`src/hdl/rrd_pkg.sv`:
```
// Package for the run-length rectangle pixel decoder: types, codes and constants.
// Used by every module and the checker of the block; depends on nothing.
`default_nettype none

package rrd_pkg;

   // Reset values of the canvas size registers
   localparam logic [8:0] CANVAS_W_RST = 9'd320;
   localparam logic [7:0] CANVAS_H_RST = 8'd240;

   // Largest accepted rectangle area, default of the top-level parameter
   localparam int MAX_RECT_PIXELS_DEF = 320 * 16;

   // Tags at or above this value code a repeated pixel
   localparam logic [7:0] TAG_RUN_BASE = 8'd128;
   // Repeat count of a run tag is the tag minus this bias
   localparam logic [7:0] RUN_BIAS     = 8'd126;

   // Header is eight bytes; the last one is consumed without being stored
   localparam int HDR_BYTES = 8;
   localparam logic [2:0] HDR_LAST_POS = 3'(HDR_BYTES - 1);

   // Result queue between the parser and the output stage
   localparam int FIFO_DEPTH = 4;
   localparam int FIFO_PTR_W = $clog2(FIFO_DEPTH);
   localparam int FIFO_CNT_W = $clog2(FIFO_DEPTH + 1);

   // Configuration register indexes
   localparam logic CSR_CANVAS_WIDTH  = 1'b0;
   localparam logic CSR_CANVAS_HEIGHT = 1'b1;

   typedef enum logic [2:0] {
      KIND_WINDOW   = 3'd0,
      KIND_PIXEL    = 3'd1,
      KIND_DONE     = 3'd2,
      KIND_BADRECT  = 3'd3,
      KIND_OVERFLOW = 3'd4,
      KIND_TRUNC    = 3'd5
   } kind_type;

   typedef enum logic [2:0] {
      PH_STOP   = 3'd0,
      PH_HEADER = 3'd1,
      PH_TAG    = 3'd2,
      PH_LIT_HI = 3'd3,
      PH_LIT_LO = 3'd4,
      PH_RUN_HI = 3'd5,
      PH_RUN_LO = 3'd6
   } phase_type;

   typedef struct packed {
      kind_type    kind;
      logic [15:0] win_x;
      logic [15:0] win_y;
      logic [15:0] win_w;
      logic [15:0] win_h;
      logic [15:0] pixel;
      logic [7:0]  run_length;
      logic        last;
   } result_type;

   // One accepted byte gives a main result, a frame-closing result, both, or neither
   typedef struct packed {
      logic       has_prim;
      result_type prim;
      logic       has_tail;
      kind_type   tail_kind;
   } entry_type;

endpackage

`default_nettype wire

```
`src/hdl/rrd_if.sv`:
```
// Channel interfaces of the decoder: byte input channel and result channel.
// Depends on nothing; the result kind is carried as a plain three-bit field.
`default_nettype none

interface rrd_req_if;
   logic       valid;
   logic       ready;
   logic [7:0] data_byte;
   logic       frame_start;
   logic       frame_end;

   modport source (output valid, output data_byte, output frame_start, output frame_end,
                   input ready);
   modport sink   (input valid, input data_byte, input frame_start, input frame_end,
                   output ready);
endinterface

interface rrd_rsp_if;
   logic        valid;
   logic        ready;
   logic [2:0]  kind;
   logic [15:0] win_x;
   logic [15:0] win_y;
   logic [15:0] win_w;
   logic [15:0] win_h;
   logic [15:0] pixel;
   logic [7:0]  run_length;
   logic        last;

   modport source  (output valid, output kind, output win_x, output win_y, output win_w,
                    output win_h, output pixel, output run_length, output last,
                    input ready);
   modport sink    (input valid, input kind, input win_x, input win_y, input win_w,
                    input win_h, input pixel, input run_length, input last,
                    output ready);
   modport monitor (input valid, input ready, input kind, input win_x, input win_y,
                    input win_w, input win_h, input pixel, input run_length, input last);
endinterface

`default_nettype wire

```
`src/hdl/rrd_front.sv`:
```
// Byte parser of the decoder: header collection, rectangle check, tag and pixel decode.
// Depends on rrd_pkg and rrd_req_if; pushes result entries toward rrd_fifo.
`default_nettype none

module rrd_front
   import rrd_pkg::*;
#(
   parameter int MAX_RECT_PIXELS = MAX_RECT_PIXELS_DEF
) (
   input  wire logic       clock,
   input  wire logic       reset,
   rrd_req_if.sink         req_if,
   input  wire logic       q_full,
   input  wire logic [8:0] canvas_w,
   input  wire logic [7:0] canvas_h,
   output      logic       push,
   output      entry_type  push_entry
);

   localparam int PL_W = $clog2(MAX_RECT_PIXELS + 1);
   localparam int CW   = (PL_W > 8) ? PL_W : 8;

   phase_type        phase_ff, phase_in, ph0, ph1;
   logic [2:0]       hcnt_ff, hcnt_in, hc0, hc1;
   logic [PL_W-1:0]  pl_ff, pl_in, pl0, pl1;
   logic [7:0]       rl_ff, rl_in, rl0, rl1;
   logic [7:0]       held_ff, held_in;
   logic [7:0]       hdr_ff [HDR_BYTES-1];
   logic             hdr_we;

   logic             acc;
   logic [7:0]       b;
   logic [15:0]      x, y, w, h;
   logic [31:0]      area;
   logic             rect_bad;
   logic             is_lit;
   logic [7:0]       tag_cnt;
   logic             tag_over;
   logic             lit_last, run_last;
   logic [7:0]       rl_dec;
   logic [CW-1:0]    run_used;
   logic             close_frame;
   entry_type        ent;

   assign req_if.ready = ~q_full;
   assign acc = req_if.valid & ~q_full;
   assign b   = req_if.data_byte;

   // Frame start restarts the parser before the byte is looked at
   assign ph0 = req_if.frame_start ? PH_HEADER : phase_ff;
   assign hc0 = req_if.frame_start ? 3'd0 : hcnt_ff;
   assign pl0 = req_if.frame_start ? '0 : pl_ff;
   assign rl0 = req_if.frame_start ? 8'd0 : rl_ff;

   assign x    = {hdr_ff[1], hdr_ff[0]};
   assign y    = {hdr_ff[3], hdr_ff[2]};
   assign w    = {hdr_ff[5], hdr_ff[4]};
   assign h    = {b, hdr_ff[6]};
   assign area = 32'(w) * 32'(h);
   assign rect_bad = (area > 32'(MAX_RECT_PIXELS))
                  || ({1'b0, x} + {1'b0, w} > {8'd0, canvas_w})
                  || ({1'b0, y} + {1'b0, h} > {9'd0, canvas_h});

   assign is_lit   = b < TAG_RUN_BASE;
   assign tag_cnt  = is_lit ? b + 8'd1 : b - RUN_BIAS;
   assign tag_over = CW'(tag_cnt) > CW'(pl0);
   assign lit_last = pl0 == PL_W'(1);
   assign rl_dec   = rl0 - 8'd1;
   assign run_last = CW'(rl0) >= CW'(pl0);
   assign run_used = run_last ? CW'(pl0) : CW'(rl0);

   // Next state of the parser
   always_comb begin
      ph1     = ph0;
      hc1     = hc0;
      pl1     = pl0;
      rl1     = rl0;
      held_in = held_ff;
      hdr_we  = 1'b0;
      case (ph0)
         PH_HEADER: begin
            if (hc0 != HDR_LAST_POS) begin
               hdr_we = 1'b1;
               hc1    = hc0 + 3'd1;
            end else begin
               hc1 = 3'd0;
               if (w == 16'd0 || rect_bad) begin
                  ph1 = PH_STOP;
               end else if (area != 32'd0) begin
                  pl1 = area[PL_W-1:0];
                  ph1 = PH_TAG;
               end
            end
         end
         PH_TAG: begin
            if (tag_over) begin
               pl1 = '0;
               ph1 = PH_HEADER;
               hc1 = 3'd0;
            end else begin
               rl1 = tag_cnt;
               ph1 = is_lit ? PH_LIT_HI : PH_RUN_HI;
            end
         end
         PH_LIT_HI: begin
            held_in = b;
            ph1     = PH_LIT_LO;
         end
         PH_LIT_LO: begin
            rl1 = rl_dec;
            pl1 = pl0 - PL_W'(1);
            if (rl_dec == 8'd0 || lit_last) begin
               if (pl0 == PL_W'(1)) begin
                  ph1 = PH_HEADER;
                  hc1 = 3'd0;
               end else begin
                  ph1 = PH_TAG;
               end
            end else begin
               ph1 = PH_LIT_HI;
            end
         end
         PH_RUN_HI: begin
            held_in = b;
            ph1     = PH_RUN_LO;
         end
         PH_RUN_LO: begin
            pl1 = pl0 - run_used[PL_W-1:0];
            rl1 = 8'd0;
            if (pl0 == run_used[PL_W-1:0]) begin
               ph1 = PH_HEADER;
               hc1 = 3'd0;
            end else begin
               ph1 = PH_TAG;
            end
         end
         default: ph1 = PH_STOP;
      endcase
   end

   // Frame end closes any open frame
   assign close_frame = req_if.frame_end && (ph1 != PH_STOP);

   always_comb begin
      phase_in = ph1;
      hcnt_in  = hc1;
      pl_in    = pl1;
      rl_in    = rl1;
      if (close_frame) begin
         phase_in = PH_STOP;
         hcnt_in  = 3'd0;
         pl_in    = '0;
         rl_in    = 8'd0;
      end
   end

   // Results of the byte
   always_comb begin
      ent           = '0;
      ent.prim.kind = KIND_WINDOW;
      ent.tail_kind = KIND_TRUNC;
      case (ph0)
         PH_HEADER: begin
            if (hc0 == HDR_LAST_POS) begin
               ent.has_prim  = 1'b1;
               ent.prim.last = 1'b1;
               if (w == 16'd0) begin
                  ent.prim.kind = KIND_DONE;
               end else if (rect_bad) begin
                  ent.prim.kind = KIND_BADRECT;
               end else begin
                  ent.prim.kind  = KIND_WINDOW;
                  ent.prim.win_x = x;
                  ent.prim.win_y = y;
                  ent.prim.win_w = w;
                  ent.prim.win_h = h;
                  ent.prim.last  = area == 32'd0;
               end
            end
         end
         PH_TAG: begin
            if (tag_over) begin
               ent.has_prim  = 1'b1;
               ent.prim.kind = KIND_OVERFLOW;
               ent.prim.last = 1'b1;
            end
         end
         PH_LIT_LO: begin
            ent.has_prim        = 1'b1;
            ent.prim.kind       = KIND_PIXEL;
            ent.prim.pixel      = {held_ff, b};
            ent.prim.run_length = 8'd1;
            ent.prim.last       = lit_last;
         end
         PH_RUN_LO: begin
            ent.has_prim        = 1'b1;
            ent.prim.kind       = KIND_PIXEL;
            ent.prim.pixel      = {held_ff, b};
            ent.prim.run_length = rl0;
            ent.prim.last       = run_last;
         end
         default: ent.has_prim = 1'b0;
      endcase
      if (close_frame) begin
         ent.has_tail  = 1'b1;
         ent.tail_kind = (ph1 == PH_HEADER && hc1 == 3'd0) ? KIND_DONE : KIND_TRUNC;
      end
   end

   assign push       = acc & (ent.has_prim | ent.has_tail);
   assign push_entry = ent;

   always_ff @(posedge clock) begin
      if (reset) begin
         phase_ff <= PH_STOP;
         hcnt_ff  <= 3'd0;
         pl_ff    <= '0;
         rl_ff    <= 8'd0;
         held_ff  <= 8'd0;
      end else if (acc) begin
         phase_ff <= phase_in;
         hcnt_ff  <= hcnt_in;
         pl_ff    <= pl_in;
         rl_ff    <= rl_in;
         held_ff  <= held_in;
      end
   end

   always_ff @(posedge clock) begin
      if (acc && hdr_we) begin
         hdr_ff[hc0] <= b;
      end
   end

endmodule

`default_nettype wire

```
`src/hdl/rrd_fifo.sv`:
```
// Short result queue between the parser and the output stage.
// Depends on rrd_pkg for the entry type and depth.
`default_nettype none

module rrd_fifo
   import rrd_pkg::*;
(
   input  wire logic      clock,
   input  wire logic      reset,
   input  wire logic      push,
   input  wire entry_type push_entry,
   input  wire logic      pop,
   output      logic      full,
   output      logic      not_empty,
   output      entry_type head
);

   entry_type               mem_ff [FIFO_DEPTH];
   logic [FIFO_PTR_W-1:0]   wr_ptr_ff, rd_ptr_ff;
   logic [FIFO_CNT_W-1:0]   cnt_ff, cnt_in;
   logic                    do_pop;

   assign full      = cnt_ff == FIFO_CNT_W'(FIFO_DEPTH);
   assign not_empty = cnt_ff != '0;
   assign head      = mem_ff[rd_ptr_ff];
   assign do_pop    = pop & not_empty;

   always_comb begin
      cnt_in = cnt_ff;
      if (push && !do_pop) begin
         cnt_in = cnt_ff + FIFO_CNT_W'(1);
      end else if (!push && do_pop) begin
         cnt_in = cnt_ff - FIFO_CNT_W'(1);
      end
   end

   always_ff @(posedge clock) begin
      if (reset) begin
         wr_ptr_ff <= '0;
         rd_ptr_ff <= '0;
         cnt_ff    <= '0;
      end else begin
         cnt_ff <= cnt_in;
         if (push) begin
            wr_ptr_ff <= wr_ptr_ff + FIFO_PTR_W'(1);
         end
         if (do_pop) begin
            rd_ptr_ff <= rd_ptr_ff + FIFO_PTR_W'(1);
         end
      end
   end

   always_ff @(posedge clock) begin
      if (push) begin
         mem_ff[wr_ptr_ff] <= push_entry;
      end
   end

endmodule

`default_nettype wire

```
`src/hdl/rrd_back.sv`:
```
// Output stage: holds one queue entry and hands out its one or two results.
// Depends on rrd_pkg and rrd_rsp_if; pops entries from rrd_fifo.
`default_nettype none

module rrd_back
   import rrd_pkg::*;
(
   input  wire logic      clock,
   input  wire logic      reset,
   input  wire logic      q_not_empty,
   input  wire entry_type q_head,
   output      logic      q_pop,
   rrd_rsp_if.source      rsp_if
);

   result_type prim_ff;
   kind_type   tail_kind_ff;
   logic       prim_pend_ff, tail_pend_ff;
   logic       take, fire;
   result_type cur;

   assign fire  = (prim_pend_ff | tail_pend_ff) & rsp_if.ready;
   // Free for a new entry when empty, or when its only pending result leaves now
   assign take  = ~(prim_pend_ff | tail_pend_ff)
               | (rsp_if.ready & (prim_pend_ff ^ tail_pend_ff));
   assign q_pop = take & q_not_empty;

   always_comb begin
      cur      = '0;
      cur.kind = tail_kind_ff;
      cur.last = 1'b1;
      if (prim_pend_ff) begin
         cur = prim_ff;
      end
   end

   assign rsp_if.valid      = prim_pend_ff | tail_pend_ff;
   assign rsp_if.kind       = cur.kind;
   assign rsp_if.win_x      = cur.win_x;
   assign rsp_if.win_y      = cur.win_y;
   assign rsp_if.win_w      = cur.win_w;
   assign rsp_if.win_h      = cur.win_h;
   assign rsp_if.pixel      = cur.pixel;
   assign rsp_if.run_length = cur.run_length;
   assign rsp_if.last       = cur.last;

   always_ff @(posedge clock) begin
      if (reset) begin
         prim_pend_ff <= 1'b0;
         tail_pend_ff <= 1'b0;
      end else if (q_pop) begin
         prim_pend_ff <= q_head.has_prim;
         tail_pend_ff <= q_head.has_tail;
      end else if (fire) begin
         if (prim_pend_ff) begin
            prim_pend_ff <= 1'b0;
         end else begin
            tail_pend_ff <= 1'b0;
         end
      end
   end

   always_ff @(posedge clock) begin
      if (q_pop) begin
         prim_ff      <= q_head.prim;
         tail_kind_ff <= q_head.tail_kind;
      end
   end

endmodule

`default_nettype wire

```
`src/hdl/rle_rect_pixel_decoder.sv`:
```
// Path: a result is written into the result queue at the edge that accepts its byte, then
//   loaded into the output stage, from which it is valid on rsp_if.
// Throughput: one byte per cycle while the result queue is not full; a byte with frame_end
//   that also closes an item gives two results, which leave one after the other through a four-entry result queue.
// Reset: synchronous, active high; canvas set to 320 x 240, parser stopped waiting for a
//   frame start, result queue and output stage emptied.
`default_nettype none

module rle_rect_pixel_decoder
   import rrd_pkg::*;
#(
   parameter int MAX_RECT_PIXELS = MAX_RECT_PIXELS_DEF
) (
   input  wire logic       clock,
   input  wire logic       reset,
   rrd_req_if.sink         req_if,
   rrd_rsp_if.source       rsp_if,
   input  wire logic       csr_we,
   input  wire logic       csr_index,
   input  wire logic [8:0] csr_wdata
);

   // Canvas size registers; the user must write them only while the decoder is idle (not enforced here)
   logic [8:0] canvas_w_ff;
   logic [7:0] canvas_h_ff;

   // Queue handshake between the parser (front) and the output stage (back)
   logic       push;
   entry_type  push_entry;
   logic       q_full;
   logic       q_not_empty;
   logic       q_pop;
   entry_type  q_head;

   always_ff @(posedge clock) begin
      if (reset) begin
         canvas_w_ff <= CANVAS_W_RST;
         canvas_h_ff <= CANVAS_H_RST;
      end else if (csr_we) begin
         case (csr_index)
            CSR_CANVAS_WIDTH:  canvas_w_ff <= csr_wdata;
            CSR_CANVAS_HEIGHT: canvas_h_ff <= csr_wdata[7:0];
            default:           canvas_w_ff <= canvas_w_ff;
         endcase
      end
   end

   // Front: accept one byte per cycle while the queue has room, advance the
   // parser and push the entry of results that the byte causes.
   rrd_front #(
      .MAX_RECT_PIXELS(MAX_RECT_PIXELS)
   ) u_front (
      .clock      (clock),
      .reset      (reset),
      .req_if     (req_if),
      .q_full     (q_full),
      .canvas_w   (canvas_w_ff),
      .canvas_h   (canvas_h_ff),
      .push       (push),
      .push_entry (push_entry)
   );

   // Queue: absorb back-pressure on the result side and double-result bytes.
   rrd_fifo u_fifo (
      .clock      (clock),
      .reset      (reset),
      .push       (push),
      .push_entry (push_entry),
      .pop        (q_pop),
      .full       (q_full),
      .not_empty  (q_not_empty),
      .head       (q_head)
   );

   // Back: hold one entry and transfer its results in order.
   rrd_back u_back (
      .clock       (clock),
      .reset       (reset),
      .q_not_empty (q_not_empty),
      .q_head      (q_head),
      .q_pop       (q_pop),
      .rsp_if      (rsp_if)
   );

endmodule

`default_nettype wire

```
`src/flat_wrapper.sv`:
```
// flat-port wrapper written by rule: the top's interface ports become plain ports
module rle_rect_pixel_decoder_flat import rrd_pkg::*;
#(
   parameter int MAX_RECT_PIXELS = MAX_RECT_PIXELS_DEF
)
  (clock, reset, csr_we, csr_index, csr_wdata, req_if_valid, req_if_data_byte, req_if_frame_start, req_if_frame_end, req_if_ready, rsp_if_valid, rsp_if_kind, rsp_if_win_x, rsp_if_win_y, rsp_if_win_w, rsp_if_win_h, rsp_if_pixel, rsp_if_run_length, rsp_if_last, rsp_if_ready);
  rrd_req_if req_if_i ();
  rrd_rsp_if rsp_if_i ();
  input  wire logic clock;
  input  wire logic reset;
  input  wire logic csr_we;
  input  wire logic csr_index;
  input  wire logic [8:0] csr_wdata;
  input wire logic [$bits(req_if_i.valid)-1:0] req_if_valid;
  input wire logic [$bits(req_if_i.data_byte)-1:0] req_if_data_byte;
  input wire logic [$bits(req_if_i.frame_start)-1:0] req_if_frame_start;
  input wire logic [$bits(req_if_i.frame_end)-1:0] req_if_frame_end;
  output wire logic [$bits(req_if_i.ready)-1:0] req_if_ready;
  output wire logic [$bits(rsp_if_i.valid)-1:0] rsp_if_valid;
  output wire logic [$bits(rsp_if_i.kind)-1:0] rsp_if_kind;
  output wire logic [$bits(rsp_if_i.win_x)-1:0] rsp_if_win_x;
  output wire logic [$bits(rsp_if_i.win_y)-1:0] rsp_if_win_y;
  output wire logic [$bits(rsp_if_i.win_w)-1:0] rsp_if_win_w;
  output wire logic [$bits(rsp_if_i.win_h)-1:0] rsp_if_win_h;
  output wire logic [$bits(rsp_if_i.pixel)-1:0] rsp_if_pixel;
  output wire logic [$bits(rsp_if_i.run_length)-1:0] rsp_if_run_length;
  output wire logic [$bits(rsp_if_i.last)-1:0] rsp_if_last;
  input wire logic [$bits(rsp_if_i.ready)-1:0] rsp_if_ready;
  assign req_if_i.valid = req_if_valid;
  assign req_if_i.data_byte = req_if_data_byte;
  assign req_if_i.frame_start = req_if_frame_start;
  assign req_if_i.frame_end = req_if_frame_end;
  assign req_if_ready = req_if_i.ready;
  assign rsp_if_valid = rsp_if_i.valid;
  assign rsp_if_kind = rsp_if_i.kind;
  assign rsp_if_win_x = rsp_if_i.win_x;
  assign rsp_if_win_y = rsp_if_i.win_y;
  assign rsp_if_win_w = rsp_if_i.win_w;
  assign rsp_if_win_h = rsp_if_i.win_h;
  assign rsp_if_pixel = rsp_if_i.pixel;
  assign rsp_if_run_length = rsp_if_i.run_length;
  assign rsp_if_last = rsp_if_i.last;
  assign rsp_if_i.ready = rsp_if_ready;
  rle_rect_pixel_decoder #(.MAX_RECT_PIXELS(MAX_RECT_PIXELS)) u_core (.clock(clock), .reset(reset), .req_if(req_if_i), .rsp_if(rsp_if_i), .csr_we(csr_we), .csr_index(csr_index), .csr_wdata(csr_wdata));
endmodule
```
`config.mk`:
```
export PLATFORM = sky130hd
export DESIGN_NAME = rle_rect_pixel_decoder_flat
export DESIGN_NICKNAME = d
export VERILOG_FILES = /design/src/hdl/rrd_pkg.sv /design/src/hdl/rrd_if.sv /design/src/hdl/rrd_front.sv /design/src/hdl/rrd_fifo.sv /design/src/hdl/rrd_back.sv /design/src/hdl/rle_rect_pixel_decoder.sv /design/src/flat_wrapper.sv
export SDC_FILE = /design/constraint.sdc
export NUM_CORES = 1
export LEC_CHECK = 0
export ABC_AREA = 1
export BUFFER_PORTS_ARGS = -buffer_cell sky130_fd_sc_hd__buf_4
export CAP_MARGIN = 5
export CORE_MARGIN = 2
export CORE_UTILIZATION = 55
export CTS_BUF_LIST = sky130_fd_sc_hd__clkbuf_8
export DETAILED_ROUTE_END_ITERATION = 10
export GPL_TIMING_DRIVEN = 0
export HOLD_SLACK_MARGIN = 0.02
export PLACE_DENSITY = 0.75
export SLEW_MARGIN = 20
export SYNTH_ARGS = -nofsm -noshare
export SYNTH_HDL_FRONTEND = slang
export SYNTH_SLANG_ARGS = --single-unit
```
`constraint.sdc`:
```
create_clock -name clock -period 35.3 [get_ports clock]
set_clock_uncertainty 0.05 [all_clocks]
set_input_delay 3.53 -clock clock [delete_from_list [all_inputs] [get_ports clock]]
set_output_delay 3.53 -clock clock [all_outputs]
set_load 0.05 [all_outputs]
```
==> results.tsv <==
metric	value	unit
grt_pass1_wl	155000	um
rsz0062_at_grt	no	
start_kind	input port	
required	35.60	ns
worstSkewPairLatency	0.68	ns
initial_core_util	55.6	%
cts_buffer_depth	3	
place_congestion	0.977	
fmax	81.4	MHz
cts_root_buffer	clkbuf_8	
postCtsSetupRepairBufs	0	
status	finished clean	
place_inst	5167	
die_y	265	um
area_delta_synth_final	11.3	%
htreeDepth	3	
holdBufCountCts	0	
cts_tree	yes	
mostFrequentLayoutCell	nand2_1	
antenna_found_initial	1	
ys_types	56	
postRouteAntennaNets	0	
period_needed	12.28	ns
port_buffers	117	
grt-ovfl-total	0	
async_flop_share	0	%
yosysWarnings	0	
leakage	18.8	nW
synth_area_leader_cell	edfxtp_1	
layout_common_cells	nand2_1, inv_1, edfxtp_1	
intPower	1.49	mW
cts_resized	0	
drtPass1Iterations	5	
grt_pass1_vias	28600	
worst_slack	23.02	ns
cts_made_buffers	86	
dpl_cell_area	0.0398	mm2
cap_violations	0	
drc	0	
powerDensity	60.5	mW/mm2
cp_max_fo	24	
synth_area_leaders	edfxtp_1, fa_1, nand2_1, inv_1, ha_1	
yosys_most_used_dff	edfxtp_1	
crit_top_cell	nand2_1	
finalCritPeriodShare	34.8	%
pwr-share-clk	22.2	%
viasPerCell	5.48	
vias	29200	
avgSynthCellArea	9.00	um2
layout-drive-gt1-share	7.76	%
cts.sinks	597	
setup_viol	0	
maxSlewViolCount	0	
hold_viol	0	
postSynthCellCount	4157	
pwr-share-comb	41.5	%
drt_wl_total	98500	um
crit_slowest_cell	clkbuf_1	
switching_share	40.6	%
drtIter0Drc	2635	
hp-class	reg -> reg	
grt_use_met1	36.3	%
clk_pin_slew	0.07	ns
grt_max_degree	53	
dieWidth	265	um
cp.arrival	12.59	ns
place_ws	22.45	ns
io-pin-count	119	
yosysSeqAreaShare	46.3	%
met3_usage	4.50	%
use_met2	47.6	%
tightest_slew	1.00	ns
slew_headroom	33.0	%
power	2.52	mW
synth_seq_cells	597	
synth_area	0.0374	mm2
avgRoutedWirePerCell	18.5	um
path_class	in -> reg	
yosysTopAreaCellShare	42.9	%
p_seq_share	36.2	%
power_switching	1.02	mW
hpwl	74800	um
fin_setup_tns	0	ns
placementRows	95	
cp-end-kind	flop	
busiest_layer	met2	
synth_fp_nets	4571	
dieArea	0.0701	mm2
finish.instance_area	0.0416	mm2
fin_nets	4796	
grtUsageTotal	28.4	%
final_cell_count_no_fill	5322	
max_stage_delay	0.69	ns
ir_worst_vdd	61.4	uV
synth_edf_count	534	
core_area	0.0673	mm2
-- cell type report --
type / count / area [um2]
fill: 5539 / 25700
sequential: 597 / 17300
multi-input combinational: 2641 / 16700
inverter: 743 / 2790
clock buffer: 95 / 1310
timing repair buffer: 137 / 1280
tap: 873 / 1090
buffer: 176 / 692
clock inverter: 59 / 455
antenna: 1 / 2.50
-- power by group through the flow --
stage                     Sequential (mW)  Clock [mW]  Combinational (mW)
after detailed placement            0.926           0                1.04
after floorplan                     0.923           0               0.722
after global routing                0.918       0.593                1.16
final                               0.912       0.559                1.04
after global placement              0.938           0                1.01
after CTS                           0.912       0.563                1.04
-- metrics by stage --
stage / hold slack [ns] / util (%)
final: 0.419 / 61.9
after global routing: 0.436 / 61.9
after CTS: 0.416 / 61.8
after detailed placement: 0.407 / 59.2
after global placement: 0.402 / 58.5
after floorplan: 0.385 / -
-- path summary, 6_finish.rpt --
check                                                      startpoint                                     to  slack (ns)  cells past startpoint
worst min register to register     u_core.canvas_w_ff[5]$_SDFFE_PP0P_     u_core.canvas_w_ff[5]$_SDFFE_PP0P_        0.42                      2
worst min-delay path               u_core.canvas_w_ff[5]$_SDFFE_PP0P_     u_core.canvas_w_ff[5]$_SDFFE_PP0P_        0.42                      2
worst max register to register  u_core.u_front.hdr_ff[6][1]$_DFFE_PP_  u_core.u_fifo.mem_ff[1][47]$_DFFE_PP_       25.58                     35
worst max-delay path                              req_if_data_byte[0]  u_core.u_fifo.mem_ff[1][47]$_DFFE_PP_       23.02                     36
-- flip-flops by register name, summed over array words and instances (netlist names), named ones only --
name,cells
u_core.u_front.rl_ff,8
u_core.u_fifo.wr_ptr_ff,2
u_core.u_back.tail_kind_ff,2
u_core.u_front.phase_ff,3
u_core.u_fifo.rd_ptr_ff,2
u_core.u_back.tail_pend_ff,1
u_core.u_back.prim_pend_ff,1
u_core.u_fifo.cnt_ff,3
u_core.u_front.hdr_ff,56
u_core.u_fifo.mem_ff,384
u_core.u_front.pl_ff,13
u_core.canvas_w_ff,9
u_core.u_front.held_ff,8
u_core.canvas_h_ff,8
u_core.u_front.hcnt_ff,3
u_core.u_back.prim_ff,92
-- critical path: cells and delay by family --
| kind | cells | cell delay [ns] |
|---|---|---|
| and+or+nand+nor | 19 | 3.25 |
| buffers and inverters | 9 | 2.19 |
| adders and majority gates | 7 | 3.39 |
| AOI/OAI and AO/OA | 1 | 0.15 |
-- cells in the mapped netlist (2+ instances only) --
| cell | count |
|---|---|
| nor3_4 | 2 |
| clkbuf_1 | 161 |
| nor2_1 | 422 |
| nand4_1 | 38 |
| o21ai_1 | 4 |
| a21oi_2 | 10 |
| nand2_1 | 954 |
| inv_2 | 10 |
| and2_1 | 4 |
| edfxtp_1 | 534 |
| buf_6 | 2 |
| o21bai_1 | 6 |
| xnor2_1 | 6 |
| or2_2 | 2 |
| nor2_2 | 16 |
| buf_4 | 4 |
| a31oi_1 | 2 |
| ha_1 | 191 |
| nand3_1 | 110 |
| o22ai_1 | 98 |
| o2111ai_1 | 8 |
| fa_1 | 198 |
| xor2_1 | 26 |
| nor4_1 | 6 |
| o21ai_0 | 292 |
| o211ai_1 | 18 |
| nand3b_1 | 10 |
| inv_1 | 729 |
| nor2_4 | 3 |
| nor3_1 | 45 |
| a21oi_1 | 126 |
| o21a_1 | 3 |
| clkinv_1 | 4 |
| dfxtp_1 | 63 |
| nand2_2 | 6 |
| o221ai_1 | 4 |
| buf_1 | 8 |
| nand3_2 | 11 |
| nand4_2 | 2 |
| or2_1 | 2 |
| and3_1 | 2 |
-- layer usage --
metal	share of wire, %	routed length [um]
met5	0	0
met1	39	38600
met2	48	47300
met3	8.3	8140
met4	4.5	4420
-- logic make-up after synthesis --
group           count (synthesis)  share of synthesized area, %
fa+ha+maj                     389                          17.0
xor+xnor                       32                         0.749
buf+inv                       919                          9.31
compound gates                580                          8.61
flops                         597                          46.3
simple gates                 1640                          18.1
(Power assumes the default switching activity.)
